$ cat src/rtl/core/tcw_pkg.sv
`default_nettype none
// ----------------------------------------------------------------------------
// tcw_pkg
// shared constants and types of the text console character writer
// ----------------------------------------------------------------------------
package tcw_pkg;

  localparam int unsigned DEF_COLUMNS = 80;
  localparam int unsigned DEF_ROWS    = 25;

  localparam int unsigned CHAR_W    = 8;
  localparam int unsigned ATTR_W    = 8;
  localparam int unsigned CELL_W    = 16;
  localparam int unsigned POS_W     = 11;
  localparam int unsigned RADDR_W   = 11;
  localparam int unsigned CFG_IDX_W = 2;
  localparam int unsigned CFG_W     = 16;
  localparam int unsigned S_DATA_W  = 24;
  localparam int unsigned M_DATA_W  = 32;

  localparam logic [CFG_IDX_W-1:0] REG_TEXT_ATTR  = 2'd0;
  localparam logic [CFG_IDX_W-1:0] REG_BLANK_CELL = 2'd1;

  localparam logic [ATTR_W-1:0] ATTR_RESET  = 8'h07;
  localparam logic [CELL_W-1:0] BLANK_RESET = 16'h0000;

  localparam logic [CHAR_W-1:0] CODE_TAB   = 8'h09;
  localparam logic [CHAR_W-1:0] CODE_LF    = 8'h0a;
  localparam logic [CHAR_W-1:0] CODE_CR    = 8'h0d;
  localparam logic [CHAR_W-1:0] CODE_SPACE = 8'h20;

  localparam logic OP_PUT  = 1'b0;
  localparam logic OP_READ = 1'b1;

  typedef struct packed {
    logic clearing;
    logic idle;
  } tcw_status_t;

endpackage
`default_nettype wire

$ cat src/rtl/core/tcw_engine.sv
`default_nettype none
// ----------------------------------------------------------------------------
// tcw_engine
// cursor keeping and cell sequencer: clear, put, tab, line feed, scroll, read
// ----------------------------------------------------------------------------
module tcw_engine #(
  parameter int unsigned COLUMNS = tcw_pkg::DEF_COLUMNS,
  parameter int unsigned ROWS    = tcw_pkg::DEF_ROWS,
  parameter int unsigned ADDR_W  = $clog2(COLUMNS * ROWS)
) (
  input  wire logic                         clk_i,
  input  wire logic                         rst_ni,
  input  wire logic [tcw_pkg::ATTR_W-1:0]   attr_i,
  input  wire logic [tcw_pkg::CELL_W-1:0]   blank_i,
  input  wire logic                         in_valid_i,
  output logic                              in_ready_o,
  input  wire logic                         in_op_i,
  input  wire logic [tcw_pkg::CHAR_W-1:0]   in_char_i,
  input  wire logic                         in_adv_i,
  input  wire logic [tcw_pkg::RADDR_W-1:0]  in_addr_i,
  output logic                              res_valid_o,
  input  wire logic                         res_ready_i,
  output logic      [tcw_pkg::POS_W-1:0]    res_pos_o,
  output logic      [tcw_pkg::CELL_W-1:0]   res_data_o,
  output logic                              mem_we_o,
  output logic      [ADDR_W-1:0]            mem_waddr_o,
  output logic      [tcw_pkg::CELL_W-1:0]   mem_wdata_o,
  output logic                              mem_re_o,
  output logic      [ADDR_W-1:0]            mem_raddr_o,
  input  wire logic [tcw_pkg::CELL_W-1:0]   mem_rdata_i,
  output tcw_pkg::tcw_status_t              status_o
);
  import tcw_pkg::*;

  localparam int unsigned CELLS = COLUMNS * ROWS;
  localparam int unsigned MOVE  = COLUMNS * (ROWS - 1);
  localparam int unsigned CW    = $clog2(COLUMNS);
  localparam int unsigned RW    = $clog2(ROWS);

  localparam logic [3:0] ST_CLEAR = 4'd0;
  localparam logic [3:0] ST_IDLE  = 4'd1;
  localparam logic [3:0] ST_DISP  = 4'd2;
  localparam logic [3:0] ST_RDW   = 4'd3;
  localparam logic [3:0] ST_TAB   = 4'd4;
  localparam logic [3:0] ST_LF    = 4'd5;
  localparam logic [3:0] ST_SCR   = 4'd6;
  localparam logic [3:0] ST_SCRD  = 4'd7;
  localparam logic [3:0] ST_FILL  = 4'd8;
  localparam logic [3:0] ST_DONE  = 4'd9;

  logic [3:0]          state_q, state_d;
  logic [ADDR_W-1:0]   cnt_q, cnt_d;
  logic [CW-1:0]       col_q, col_d;
  logic [RW-1:0]       row_q, row_d;
  logic                op_q, op_d;
  logic [CHAR_W-1:0]   ch_q, ch_d;
  logic                adv_q, adv_d;
  logic [RADDR_W-1:0]  addr_q, addr_d;
  logic [CELL_W-1:0]   data_q, data_d;
  logic [ADDR_W-1:0]   cur_idx;
  logic [CW-1:0]       col_inc;
  logic                col_last;
  logic                addr_ok;

  assign cur_idx  = ADDR_W'(32'(row_q) * COLUMNS + 32'(col_q));
  assign col_inc  = col_q + CW'(1);
  assign col_last = (col_q == CW'(COLUMNS - 1));
  assign addr_ok  = (32'(addr_q) < CELLS);

  always_comb begin
    state_d     = state_q;
    cnt_d       = cnt_q;
    col_d       = col_q;
    row_d       = row_q;
    op_d        = op_q;
    ch_d        = ch_q;
    adv_d       = adv_q;
    addr_d      = addr_q;
    data_d      = data_q;
    mem_we_o    = 1'b0;
    mem_waddr_o = cur_idx;
    mem_wdata_o = {attr_i, ch_q};
    mem_re_o    = 1'b0;
    mem_raddr_o = ADDR_W'(addr_q);
    in_ready_o  = 1'b0;
    res_valid_o = 1'b0;
    case (state_q)
      ST_CLEAR: begin
        mem_we_o    = 1'b1;
        mem_waddr_o = cnt_q;
        mem_wdata_o = '0;
        if (cnt_q == ADDR_W'(CELLS - 1)) begin
          cnt_d   = '0;
          state_d = ST_IDLE;
        end else begin
          cnt_d = cnt_q + ADDR_W'(1);
        end
      end
      ST_IDLE: begin
        in_ready_o = 1'b1;
        if (in_valid_i) begin
          op_d    = in_op_i;
          ch_d    = in_char_i;
          adv_d   = in_adv_i;
          addr_d  = in_addr_i;
          state_d = ST_DISP;
        end
      end
      ST_DISP: begin
        data_d = '0;
        if (op_q == OP_READ) begin
          if (addr_ok) begin
            mem_re_o = 1'b1;
            state_d  = ST_RDW;
          end else begin
            state_d = ST_DONE;
          end
        end else begin
          case (ch_q)
            CODE_TAB: state_d = ST_TAB;
            CODE_LF:  state_d = ST_LF;
            CODE_CR:  state_d = ST_DONE;
            default: begin
              mem_we_o = 1'b1;
              state_d  = ST_DONE;
              if (adv_q) begin
                if (col_last) begin
                  state_d = ST_LF;
                end else begin
                  col_d = col_inc;
                end
              end
            end
          endcase
        end
      end
      ST_RDW: begin
        data_d  = mem_rdata_i;
        state_d = ST_DONE;
      end
      ST_TAB: begin
        mem_we_o    = 1'b1;
        mem_wdata_o = {attr_i, CODE_SPACE};
        if (col_last) begin
          state_d = ST_LF;
        end else begin
          col_d = col_inc;
          if (col_inc[1:0] == 2'b00) begin
            state_d = ST_DONE;
          end
        end
      end
      ST_LF: begin
        col_d = '0;
        if (32'(row_q) < ROWS - 1) begin
          row_d   = row_q + RW'(1);
          state_d = ST_DONE;
        end else begin
          cnt_d   = '0;
          state_d = ST_SCR;
        end
      end
      ST_SCR: begin
        mem_re_o    = 1'b1;
        mem_raddr_o = ADDR_W'(32'(cnt_q) + COLUMNS);
        mem_we_o    = (cnt_q != '0);
        mem_waddr_o = cnt_q - ADDR_W'(1);
        mem_wdata_o = mem_rdata_i;
        cnt_d       = cnt_q + ADDR_W'(1);
        if (cnt_q == ADDR_W'(MOVE - 1)) begin
          state_d = ST_SCRD;
        end
      end
      ST_SCRD: begin
        mem_we_o    = 1'b1;
        mem_waddr_o = cnt_q - ADDR_W'(1);
        mem_wdata_o = mem_rdata_i;
        state_d     = ST_FILL;
      end
      ST_FILL: begin
        mem_we_o    = 1'b1;
        mem_waddr_o = cnt_q;
        mem_wdata_o = blank_i;
        if (cnt_q == ADDR_W'(CELLS - 1)) begin
          state_d = ST_DONE;
        end else begin
          cnt_d = cnt_q + ADDR_W'(1);
        end
      end
      ST_DONE: begin
        res_valid_o = 1'b1;
        if (res_ready_i) begin
          state_d = ST_IDLE;
        end
      end
      default: state_d = ST_IDLE;
    endcase
  end

  assign res_pos_o  = POS_W'(32'(row_q) * COLUMNS + 32'(col_q));
  assign res_data_o = data_q;

  assign status_o.clearing = (state_q == ST_CLEAR);
  assign status_o.idle     = (state_q == ST_IDLE);

  always_ff @(posedge clk_i or negedge rst_ni) begin
    if (!rst_ni) begin
      state_q <= ST_CLEAR;
      cnt_q   <= '0;
      col_q   <= '0;
      row_q   <= '0;
    end else begin
      state_q <= state_d;
      cnt_q   <= cnt_d;
      col_q   <= col_d;
      row_q   <= row_d;
    end
  end

  always_ff @(posedge clk_i) begin
    op_q   <= op_d;
    ch_q   <= ch_d;
    adv_q  <= adv_d;
    addr_q <= addr_d;
    data_q <= data_d;
  end

endmodule
`default_nettype wire

$ cat config.mk
export PLATFORM = sky130hd
export DESIGN_NAME = tcw_engine
export DESIGN_NICKNAME = d
export VERILOG_FILES = /design/src/rtl/core/tcw_pkg.sv /design/src/rtl/core/tcw_engine.sv
export SDC_FILE = /design/constraint.sdc
export NUM_CORES = 1
export LEC_CHECK = 0
export BUFFER_PORTS_ARGS = -buffer_cell sky130_fd_sc_hd__buf_4
export CORE_MARGIN = 2
export CORE_UTILIZATION = 50
export DETAILED_ROUTE_END_ITERATION = 6
export GPL_ROUTABILITY_DRIVEN = 0
export PLACE_DENSITY = 0.85
export REMOVE_ABC_BUFFERS = 1
export SYNTH_ARGS = -nofsm -noshare
export SYNTH_HDL_FRONTEND = slang
export SYNTH_SLANG_ARGS = --single-unit
$ cat constraint.sdc
create_clock -name clk_i -period 4.15 [get_ports clk_i]
set_input_delay 0.415 -clock clk_i [delete_from_list [all_inputs] [get_ports clk_i]]
set_output_delay 0.415 -clock clk_i [all_outputs]
set_load 0.03 [all_outputs]
After elaboration in Yosys (flattened, before gate mapping)
Cells that the tools add are included.

operators by class
  add/sub/neg operators = 6
  multiply operators = 1
  magnitude comparators = 2
  equal/unequal tests = 26
  multiplexer cells = 35
  reductions and logical operators = 15

operator list
  operator                                             number
  one-hot mux 16 bit (4 select lines)                  1
  2-to-1 mux 4 bit                                     12
  2-to-1 mux 11 bit                                    4
  one-hot mux 11 bit (4 select lines)                  1
  one-hot mux 4 bit (10 select lines)                  1
  one-hot mux 16 bit (2 select lines)                  1
  2-to-1 mux 7 bit                                     4
  equality test 8 x 4 -> 1 bit, second input constant  3
  equality test 11 bit, second input constant          2
  one-hot mux 11 bit (2 select lines)                  1
  one-hot mux 7 bit (3 select lines)                   1
  != test 2 bit, second input constant                 9
  equality test 4 x 3 -> 1 bit, second input constant  4
  one-hot mux 4 bit (3 select lines)                   1
  adder 11 x 1 -> 11 bit, second input constant        1
  adder 11 x 7 -> 11 bit                               1
  adder 11 x 7 -> 11 bit, second input constant        1
  less-than comparator 11 bit, second input constant   1
  nonzero test 11 bit                                  1
  subtractor 11 x 1 -> 11 bit, second input constant   1
  equality test 4 x 2 -> 1 bit, second input constant  2
  equality test 4 bit, second input constant           2
  adder 7 x 1 -> 7 bit, second input constant          1
  equality test 7 bit, second input constant           1
  21 further kinds                                     28

storage, ports and cells
  register bits = 64
  input bits = 65
  output and inout port bits = 71

Depth between registers and ports, before layout
Gate-level depths: netlist of run 1.

  word-level depth = 6
  mapped depth = 8
  mapped depth without buffers = 8

Worst setup path after synthesis of run 1
OpenSTA, ideal clock, no wires.

  path kind = register to output
  start = register row_q[3]
  end = output mem_waddr_o[10]
  data arrival time = 2.802 ns
  setup slack = 0.933 ns
  stages on the path, launching flop included = 9
  path through = dfrtp_1 ha_1 ha_1 fa_1 xor2_1 o2111ai_1 xnor2_1 xnor2_1 a221o_1

between the ends
  word-level cells in the longest chain between the ends = 3

RTL lines
  element                              RTL line           source
  start: declaration                   tcw_engine.sv:54   logic [RW-1:0] row_q, row_d;
  start signal: assignment             tcw_engine.sv:216  row_q <= row_d;
  multiplier 5 x 3 -> 7 bit            --
  adder 11 x 7 -> 11 bit               --
  named net res_pos_o, one bit         tcw_engine.sv:23   output logic [tcw_pkg::POS_W-1:0] res_pos_o,
  one-hot mux 11 bit (2 select lines)  tcw_engine.sv:87   case (state_q)
  end: declaration                     tcw_engine.sv:26   output logic [ADDR_W-1:0] mem_waddr_o,

The timed path passes the listed nets, and every way through them passes these cells.

Worst setup path in the final report of run 1
  start = register state_q[0]
  end = output mem_wdata_o[15] (netlist name)

between the ends
  word-level cells in the longest chain between the ends = 3

RTL lines
  element                                RTL line           source
  start: declaration                     tcw_engine.sv:51   logic [3:0] state_q, state_d;
  start signal: assignment               tcw_engine.sv:213  state_q <= state_d;
  equality test 4 x 3 -> 1 bit           tcw_engine.sv:87
  OR reduction 2 bit (no line)           --
  one-hot mux 16 bit (4 select lines) *  tcw_engine.sv:87
  end: declaration                       tcw_engine.sv:27   output logic [tcw_pkg::CELL_W-1:0] mem_wdata_o,

Mark *: on every way between the ends. The rest lies on a longest branch, timed or not.

==> reports/results.txt, run 1 <==
Sink Count: 64
Worst-Skew Late Latency: 0.33 ns
via count: 4029
ratio of final minimum period to clock period: 84.3%
antenna violations before repair: 0
final core utilization: 66.1%
CTS root buf: clkbuf_8
hold slack: 0.253 ns
Post-DRT Antenna Nets: 0
Seq/Total Area, Yosys: 42.5%
top-count cell post-synth: nand2_1
Post-Syn Instances: 444
outcome: finished clean
Required @ worst endpoint: 3.73 ns
Slew Limit Fails: 0
DP HPWL: 8880 um
buffers added on ports: 135
largest area contributor in the netlist: edfxtp_1
peak supply drop: 0.342 mV
synth top area cells: edfxtp_1 26%, dfrtp_1 16%, ha_1 5.1%
startpoint types: register
GR Overflow Total: 0
CTS clk-pin slew, worst paths: 0.07 ns
most instantiated cells after synthesis: 52 x nand2_1, 37 x edfxtp_1, 29 x o21ai_0
commonest register cell after synthesis: edfxtp_1
critical path fanouts, max: 30
DRC viols: 0
synthesized flop and latch total: 64
first-pass GRT wire length: 19000 um
row count: 33
Final Hold Fails: 0
area delta synth->final: 28.6%
total wire length: 11800 um
Clock Path Buffers: 2
fin nets: 647
Reg2Reg Setup Slack: 1.29 ns
critical path type: reg -> out
Slew @ Worst Pin: 1.34 ns
crit path capture type: output port
vias in the first global route: 3840
Synth Cell Area: 0.00420 sq mm
H-tree levels: 3
top-area cell type share of the netlist area: 26.4%
Setup TNS: 0 ns
Core Area: 0.00818 sq mm
CTS buffer count: 9
Total GRT Usage: 27.2%
layout cells sized above 1: 29.2%
Detailed Route Iter0 Violations: 403
vias per cell: 5.99
Post-CTS Setup Inserts: 0
largest net degree at the start of global routing: 33
starting density of the core: 51.4%
post-synth cell types: 62
Die ar.: 0.00915 sq mm
RSZ-0062 raised after global routing: false
Die Y-Extent: 95.7 um
I/O Pins: 136
DR pass1 iterations: 6
f_max: 286 MHz
wire per inst: 17.5 um
max cap viols: 0
Power Density: 576 mW/mm^2
syn avg cell area: 9.47 sq um
Slew HR: 10.6%
yosys warns: 0
clk_skew: 0.00449 ns
CP arrival: 3.08 ns
Post-synth EDFFs: 37
CTS tree: built
Final min period: 3.50 ns
leak pwr: 2.54 nW
ANT cells: 0
worst hold path class: in -> reg
DIE WIDTH: 95.7 um
Setup Viol. Count Final: 0
Async SR Flop Fraction: 42.2%
-- power by group --
part	internal [mW]	switching, mW	leakage, nW	total (mW)
clock	0.275	0.233	0.0880	0.508
sequential	0.824	0.195	0.715	1.02
combinational	0.588	1.00	1.73	1.59
-- repair_timing --
action | CTS | global route
endpoints found under the hold margin | 5 | 0
hold buffers | 1 | 0
gates resized for setup | 0 | 0
-- sequential cells by signal, summed over array words and instances (netlist names) --
register,cells
state_q,4
row_q,5
ch_q,8
adv_q,1
res_data_o,16
addr_q,11
cnt_q,11
op_q,1
col_q,7
-- layout make-up --
class | count | area, sq um
Timing Repair Buffer | 139 | 1050
Inverter | 24 | 90.1
Clock inverter | 4 | 46.3
Sequential cell | 64 | 1790
Clock buffer | 12 | 135
Multi-Input combinational cell | 325 | 2170
Fill cell | 639 | 2770
Tap cell | 105 | 131
-- through the flow --
step	worst slack (ns)	std cells	area [sq um]	total power [mW]
3_5_place_dp	1.04	656	5210	2.59
4_1_cts	0.697	673	5410	3.10
6_report	0.653	673	5410	3.11
2_1_floorplan	0.620	413	4040	1.99
5_1_grt	0.424	673	5410	3.28
3_3_place_gp	1.22	656	5210	2.54
-- cell families (layout without fill, tap and decap cells) --
family          after synthesis  count (layout)  share of synthesized area, %
simple gates                175             175                          22.9
compound gates              108             108                          17.5
flops                        64              64                          42.5
buf+inv                      55             179                          6.10
xor+xnor                     20              20                          4.17
fa+ha+maj                    19              19                          6.01
mux                           3               3                         0.804
-- layer usage --
layer / global-route usage, % / vias to the layer above / share of wire (%) / routed length [um]
met2: 44.4 / 210 / 50 / 5900
met1: 36.3 / 1904 / 40 / 4730
met4: 9.52 / 0 / 1.8 / 208
li1: - / 1889 / - / -
met5: 0 / - / 0 / 0
met3: 5.30 / 26 / 8.1 / 958
-- final timing paths --
check / start / to / depth (start not counted)
hold reg to reg: row_q[0] / row_q[0] / 1
setup reg to reg: state_q[2] / cnt_q[6] / 4
setup / recovery: state_q[0] / mem_wdata_o[15] / 5
min in group asynchronous: rst_ni / row_q[2] / 2
max in group asynchronous: rst_ni / cnt_q[2] / 2
hold / removal: in_addr_i[3] / addr_q[3] / 1
-- layout by cell type (no fill, tap or decap), drive strengths merged, types with 4 or more instances in the layout --
master | Yosys | routed
a221o | 5 | 5
xnor2 | 12 | 12
nor3 | 15 | 15
and3 | 22 | 22
nor3b | 5 | 5
xor2 | 8 | 8
dfrtp | 27 | 27
a21oi | 25 | 25
nor2b | 4 | 4
edfxtp | 37 | 37
a22oi | 9 | 9
a222oi | 7 | 7
or3 | 11 | 11
nand4 | 7 | 7
buf | 11 | 138
clkbuf | 20 | 12
ha | 17 | 17
nor2 | 25 | 25
inv | 24 | 24
nand3 | 12 | 12
nand2 | 52 | 52
o21ai | 33 | 33
and4 | 5 | 5
o211ai | 4 | 4
-- worst max-delay path, stage by stage, from the launching register on --
cell and delay (ns):
dfrtp_1 0.84, nor3_1 0.28, nor2_1 1.07, a22oi_1 0.24, nand2_1 0.15, buf_4 0.17
No activity file was read; power rests on OpenSTA's default activity.
==> run 2: changes to the inputs <==
==> constraint.sdc (replaced) <==
create_clock -name clk_i -period 3.61 [get_ports clk_i]
set_input_delay 0.361 -clock clk_i [delete_from_list [all_inputs] [get_ports clk_i]]
set_output_delay 0.361 -clock clk_i [all_outputs]
set_load 0.03 [all_outputs]
==> reports/results.txt, run 2 (synthesis gave the netlist of run 1 again) <==
largest net degree at the start of global routing: 33
wire per inst: 17.8 um
area delta synth->final: 29.1%
GR Overflow Total: 0
slowest stage cell on the critical path: nor2_1
Largest register FFs: 16
outcome: complete, but fails checks
Final Hold Fails: 0
CTS tree: built
clk_skew: 0.00951 ns
vias in the first global route: 3936
DP HPWL: 9000 um
Setup TNS: 0 ns
critical path type: reg -> out
Detailed Route Iter0 Violations: 452
fillers: 663
fin nets: 649
Sink Count: 64
Worst-Skew Late Latency: 0.36 ns
layout cells sized above 1: 29.8%
Die ar.: 0.00915 sq mm
Slew HR: 12.1%
f_max: 303 MHz
CP arrival: 2.94 ns
DIE WIDTH: 95.7 um
Slew @ Worst Pin: 1.31 ns
Worst path max stage delay: 1.03 ns
worst hold path class: in -> reg
row count: 33
starting density of the core: 51.4%
Slew Limit Fails: 0
Setup Viol. Count Final: 0
Pwr Total: 3.59 mW
I/O Pins: 136
area of the multi-input gates: 0.00217 sq mm
Die Y-Extent: 95.7 um
critical path fanouts, max: 30
total wire length: 12000 um
CTS root buf: clkbuf_8
Post-CTS Resized: 0
most frequent cells in the layout: 140 x buf_4, 52 x nand2_1, 37 x edfxtp_1
failing checks: design-rule violations
vias per cell: 6.00
Required @ worst endpoint: 3.25 ns
Core Area: 0.00818 sq mm
via count: 4050
Final min period: 3.30 ns
Clock Path Buffers: 2
buffers added on ports: 135
CTS clk-pin slew, worst paths: 0.08 ns
DRC viols: 1
Total GRT Usage: 28.2%
peak supply drop: 0.389 mV
startpoint types: register
Finished Layout Cells: 675
first-pass GRT wire length: 19600 um
final core utilization: 66.4%
storage element area: 0.00179 sq mm
Post-DRT Antenna Nets: 0
crit path capture type: output port
commonest non-fill, non-tap cell in the layout: buf_4
leak pwr: 2.55 nW
CP cell instances: nor3_1 > nor2_1 > a22oi_1 > nand2_1 > buf_4
antenna violations before repair: 0
ratio of final minimum period to clock period: 91.5%
ANT cells: 0
CTS buffer count: 9
max cap viols: 0
dpl cells: 658
Power Density: 662 mW/mm^2
RSZ-0062 raised after global routing: false
DR pass1 iterations: 7
H-tree levels: 3
run 2: final timing paths:
path                                    from               to  slack [ns]  cells after the start
worst min-delay path            in_char_i[6]          ch_q[6]        0.18                      1
worst max-delay path              state_q[0]  mem_wdata_o[13]        0.31                      5
worst min register to register      row_q[2]         row_q[2]        0.57                      1
worst max register to register    state_q[0]          ch_q[2]        0.85                      3
max in group asynchronous             rst_ni       state_q[2]        2.86                      2
min in group asynchronous             rst_ni         col_q[1]        0.47                      2
run 2: repair_timing:
action,CTS,global route
endpoints found under the hold margin,27,0
buffers inserted,0,0
hold buffers,1,0
run 2: per-layer routing:
layer  vias to the layer above  wire (um)  global-route usage (%)
met5                         -          0                       0
met4                         0        338                    11.7
met3                        36        990                    7.27
met2                       225       5930                    45.6
met1                      1906       4760                    36.0
li1                       1883          -                       -
run 2: area by class of cell:
class | count | area share, %
clock buffers | 10 | 2.35
clock inverters | 6 | 1.11
inverters | 24 | 1.66
multi-input cells | 325 | 40.0
flip-flops and latches | 64 | 32.9
well taps | 105 | 2.42
repair buffers | 141 | 19.6
run 2: through the flow:
step	worst slack (ns)	area, sq um	hold slack [ns]
5_1_grt	0.0524	5430	0.163
6_report	0.306	5430	0.176
3_5_place_dp	0.691	5230	0.306
3_3_place_gp	0.801	5230	0.299
2_1_floorplan	0.134	4040	0.0654
4_1_cts	0.330	5430	0.173
run 2: power by group:
| group | switching, mW | internal, mW | total [mW] |
|---|---|---|---|
| combinational | 1.15 | 0.685 | 1.83 |
| sequential | 0.217 | 0.947 | 1.16 |
| clock | 0.284 | 0.315 | 0.599 |
run 2: worst max-delay path, delay by kind of cell (launching register included):
family                 cells  cell delay [ns]
buffers and inverters      1             0.17
DFF                        1             0.83
AOI/OAI and AO/OA          1             0.24
and+or+nand+nor            3             1.34
==> run 3: changes to the inputs <==
--- a/config.mk
+++ b/config.mk
@@ -5,12 +5,13 @@
 export SDC_FILE = /design/constraint.sdc
 export NUM_CORES = 1
 export LEC_CHECK = 0
+export ABC_AREA = 1
 export BUFFER_PORTS_ARGS = -buffer_cell sky130_fd_sc_hd__buf_4
 export CORE_MARGIN = 2
 export CORE_UTILIZATION = 50
 export DETAILED_ROUTE_END_ITERATION = 6
 export GPL_ROUTABILITY_DRIVEN = 0
-export PLACE_DENSITY = 0.85
+export PLACE_DENSITY = 0.84
 export REMOVE_ABC_BUFFERS = 1
 export SYNTH_ARGS = -nofsm -noshare
 export SYNTH_HDL_FRONTEND = slang
==> reports/results.txt, run 3 <==
outcome: finished clean
Post-synth EDFFs: 37
H-tree levels: 3
buffers added on ports: 135
area of the multi-input gates: 0.00224 sq mm
Sink Count: 64
storage element area: 0.00179 sq mm
Detailed Route Iter0 Violations: 503
CP cell instances: inv_1 > nand2_1 > nor2_2 > inv_1 > nand2_1 > nor2_1 > nand2_1 > o211ai_1 > buf_4
Design Area, Final: 0.00569 sq mm
synth top area cells: edfxtp_1 25%, dfrtp_1 15%, nand2_1 14%
Required @ worst endpoint: 3.25 ns
CTS clk-pin slew, worst paths: 0.07 ns
wire per inst: 15.0 um
Slew Limit Fails: 0
dpl cells: 825
Synth Cell Area: 0.00446 sq mm
CP arrival: 2.76 ns
top-count cell post-synth: nand2_1
hold slack: 0.193 ns
antenna violations before repair: 0
top-area cell type share of the netlist area: 24.9%
syn avg cell area: 7.43 sq um
clk_skew: 0.0115 ns
Post-DP Area: 0.00550 sq mm
Finished Layout Cells: 842
total wire length: 12700 um
Power Density: 684 mW/mm^2
worst hold path class: in -> reg
first-pass GRT wire length: 20900 um
row count: 34
Setup TNS: 0 ns
commonest non-fill, non-tap cell in the layout: nand2_1
Core Area: 0.00868 sq mm
Largest register FFs: 16
CTS tree: built
Final min period: 3.13 ns
fillers: 768
DP HPWL: 9800 um
Post-DRT Antenna Nets: 0
f_max: 320 MHz
Setup Viol. Count Final: 0
Slew @ Worst Pin: 0.747 ns
most frequent cells in the layout: 170 x nand2_1, 138 x buf_4, 76 x inv_1
max cap viols: 0
Die Y-Extent: 98.4 um
vias per cell: 5.51
leak pwr: 2.92 nW
CTS root buf: clkbuf_8
slowest stage cell on the critical path: nor2_1
CTS buffer count: 9
starting density of the core: 51.3%
Die ar.: 0.00968 sq mm
crit path capture type: output port
ANT cells: 0
Seq/Total Area, Yosys: 40.1%
Reg2Reg Setup Slack: 1.45 ns
Slew HR: 50.1%
layout cells sized above 1: 23.7%
startpoint types: register
most instantiated cells after synthesis: 170 x nand2_1, 76 x inv_1, 66 x nor2_1
Worst path max stage delay: 0.51 ns
DIE WIDTH: 98.4 um
area delta synth->final: 27.7%
Pwr Total: 3.89 mW
peak supply drop: 0.323 mV
commonest register cell after synthesis: edfxtp_1
Async SR Flop Fraction: 42.2%
fin nets: 813
via count: 4642
Worst-Skew Late Latency: 0.34 ns
post-synth cell types: 34
Total GRT Usage: 26.6%
RSZ-0062 raised after global routing: false
DRC viols: 0
largest area contributor in the netlist: edfxtp_1
DR pass1 iterations: 7
ratio of final minimum period to clock period: 86.6%
Final Hold Fails: 0
yosys warns: 0
critical path type: reg -> out
Clock Path Buffers: 2
critical path fanouts, max: 20
GR Overflow Total: 0
Most common cell on crit path: nand2_1
synthesized flop and latch total: 64
largest net degree at the start of global routing: 28
Post-Syn Instances: 600
vias in the first global route: 4404
I/O Pins: 136
## run 3: changes by cell type after synthesis, sizes merged, moves of 11 or more
cell	before	now
clkbuf	20	4
nor3	15	3
o211ai	4	21
a21oi	25	12
and3	22	0
or3	11	0
inv	24	80
nor2	25	72
nand3	12	53
nand2	52	172
## run 3: report_power, final
group	switching [mW]	internal, mW	leakage [nW]
clock network	0.286	0.313	0.0922
logic	1.46	0.700	2.12
registers	0.162	0.970	0.709
total	1.91	1.98	2.92
## run 3: final timing paths
kind	startpoint	to	cells after the start
min	in_addr_i[8]	addr_q[8]	1
max	state_q[3]	mem_wdata_o[2]	9
max in group asynchronous	rst_ni	cnt_q[1]	2
max reg2reg	state_q[1]	cnt_q[8]	9
min reg2reg	row_q[3]	row_q[3]	1
min in group asynchronous	rst_ni	row_q[4]	2
## run 3: area by class of cell
type,instances,share of cell area (%)
multi-input cells,435,39.4
flip-flops and latches,64,31.4
repair buffers,139,18.4
inverters,80,5.28
well taps,108,2.37
clock buffers,11,2.31
clock inverters,5,0.836
## run 3: cells by family after synthesis
group                    count (synthesis)  share of synthesized area [%]
AND/OR/NAND/NOR                        320                           30.4
AO/OA/AOI/OAI                           81                           11.3
XOR/XNOR                                15                           2.95
buffers and inverters                  101                           9.55
adder cells (fa/ha/maj)                 19                           5.67
flip-flops                              64                           40.1
## run 3: critical path, delay by kind of cell, from the launching register on
family / cells / cell delay, ns
AO/OA/AOI/OAI: 1 / 0.13
buffers and inverters: 3 / 0.80
flip-flops: 1 / 0.43
AND/OR/NAND/NOR: 5 / 1.06
## run 3: per-stage QoR
step / util (%) / setup slack [ns]
2_1_floorplan: - / 0.607
3_3_place_gp: 63.4 / 1.10
3_5_place_dp: 63.4 / 0.960
4_1_cts: 65.6 / 0.578
5_1_grt: 65.6 / 0.345
6_report: 65.6 / 0.484
## run 3: timing repair
action                                  4_1_cts  5_1_grt
hold endpoints to repair                     27        0
gates resized for setup                       0        0
setup buffers                                 0        0
endpoints found under the setup margin        0        0
hold buffers                                  1        0
## run 3: routing by layer
layer / vias up / global-route usage (%) / routed length, um
met3: 42 / 4.29 / 979
met4: 0 / 9.80 / 376
met2: 262 / 45.5 / 6220
met5: - / 0 / 0
li1: 2224 / - / -
met1: 2114 / 34.1 / 5100
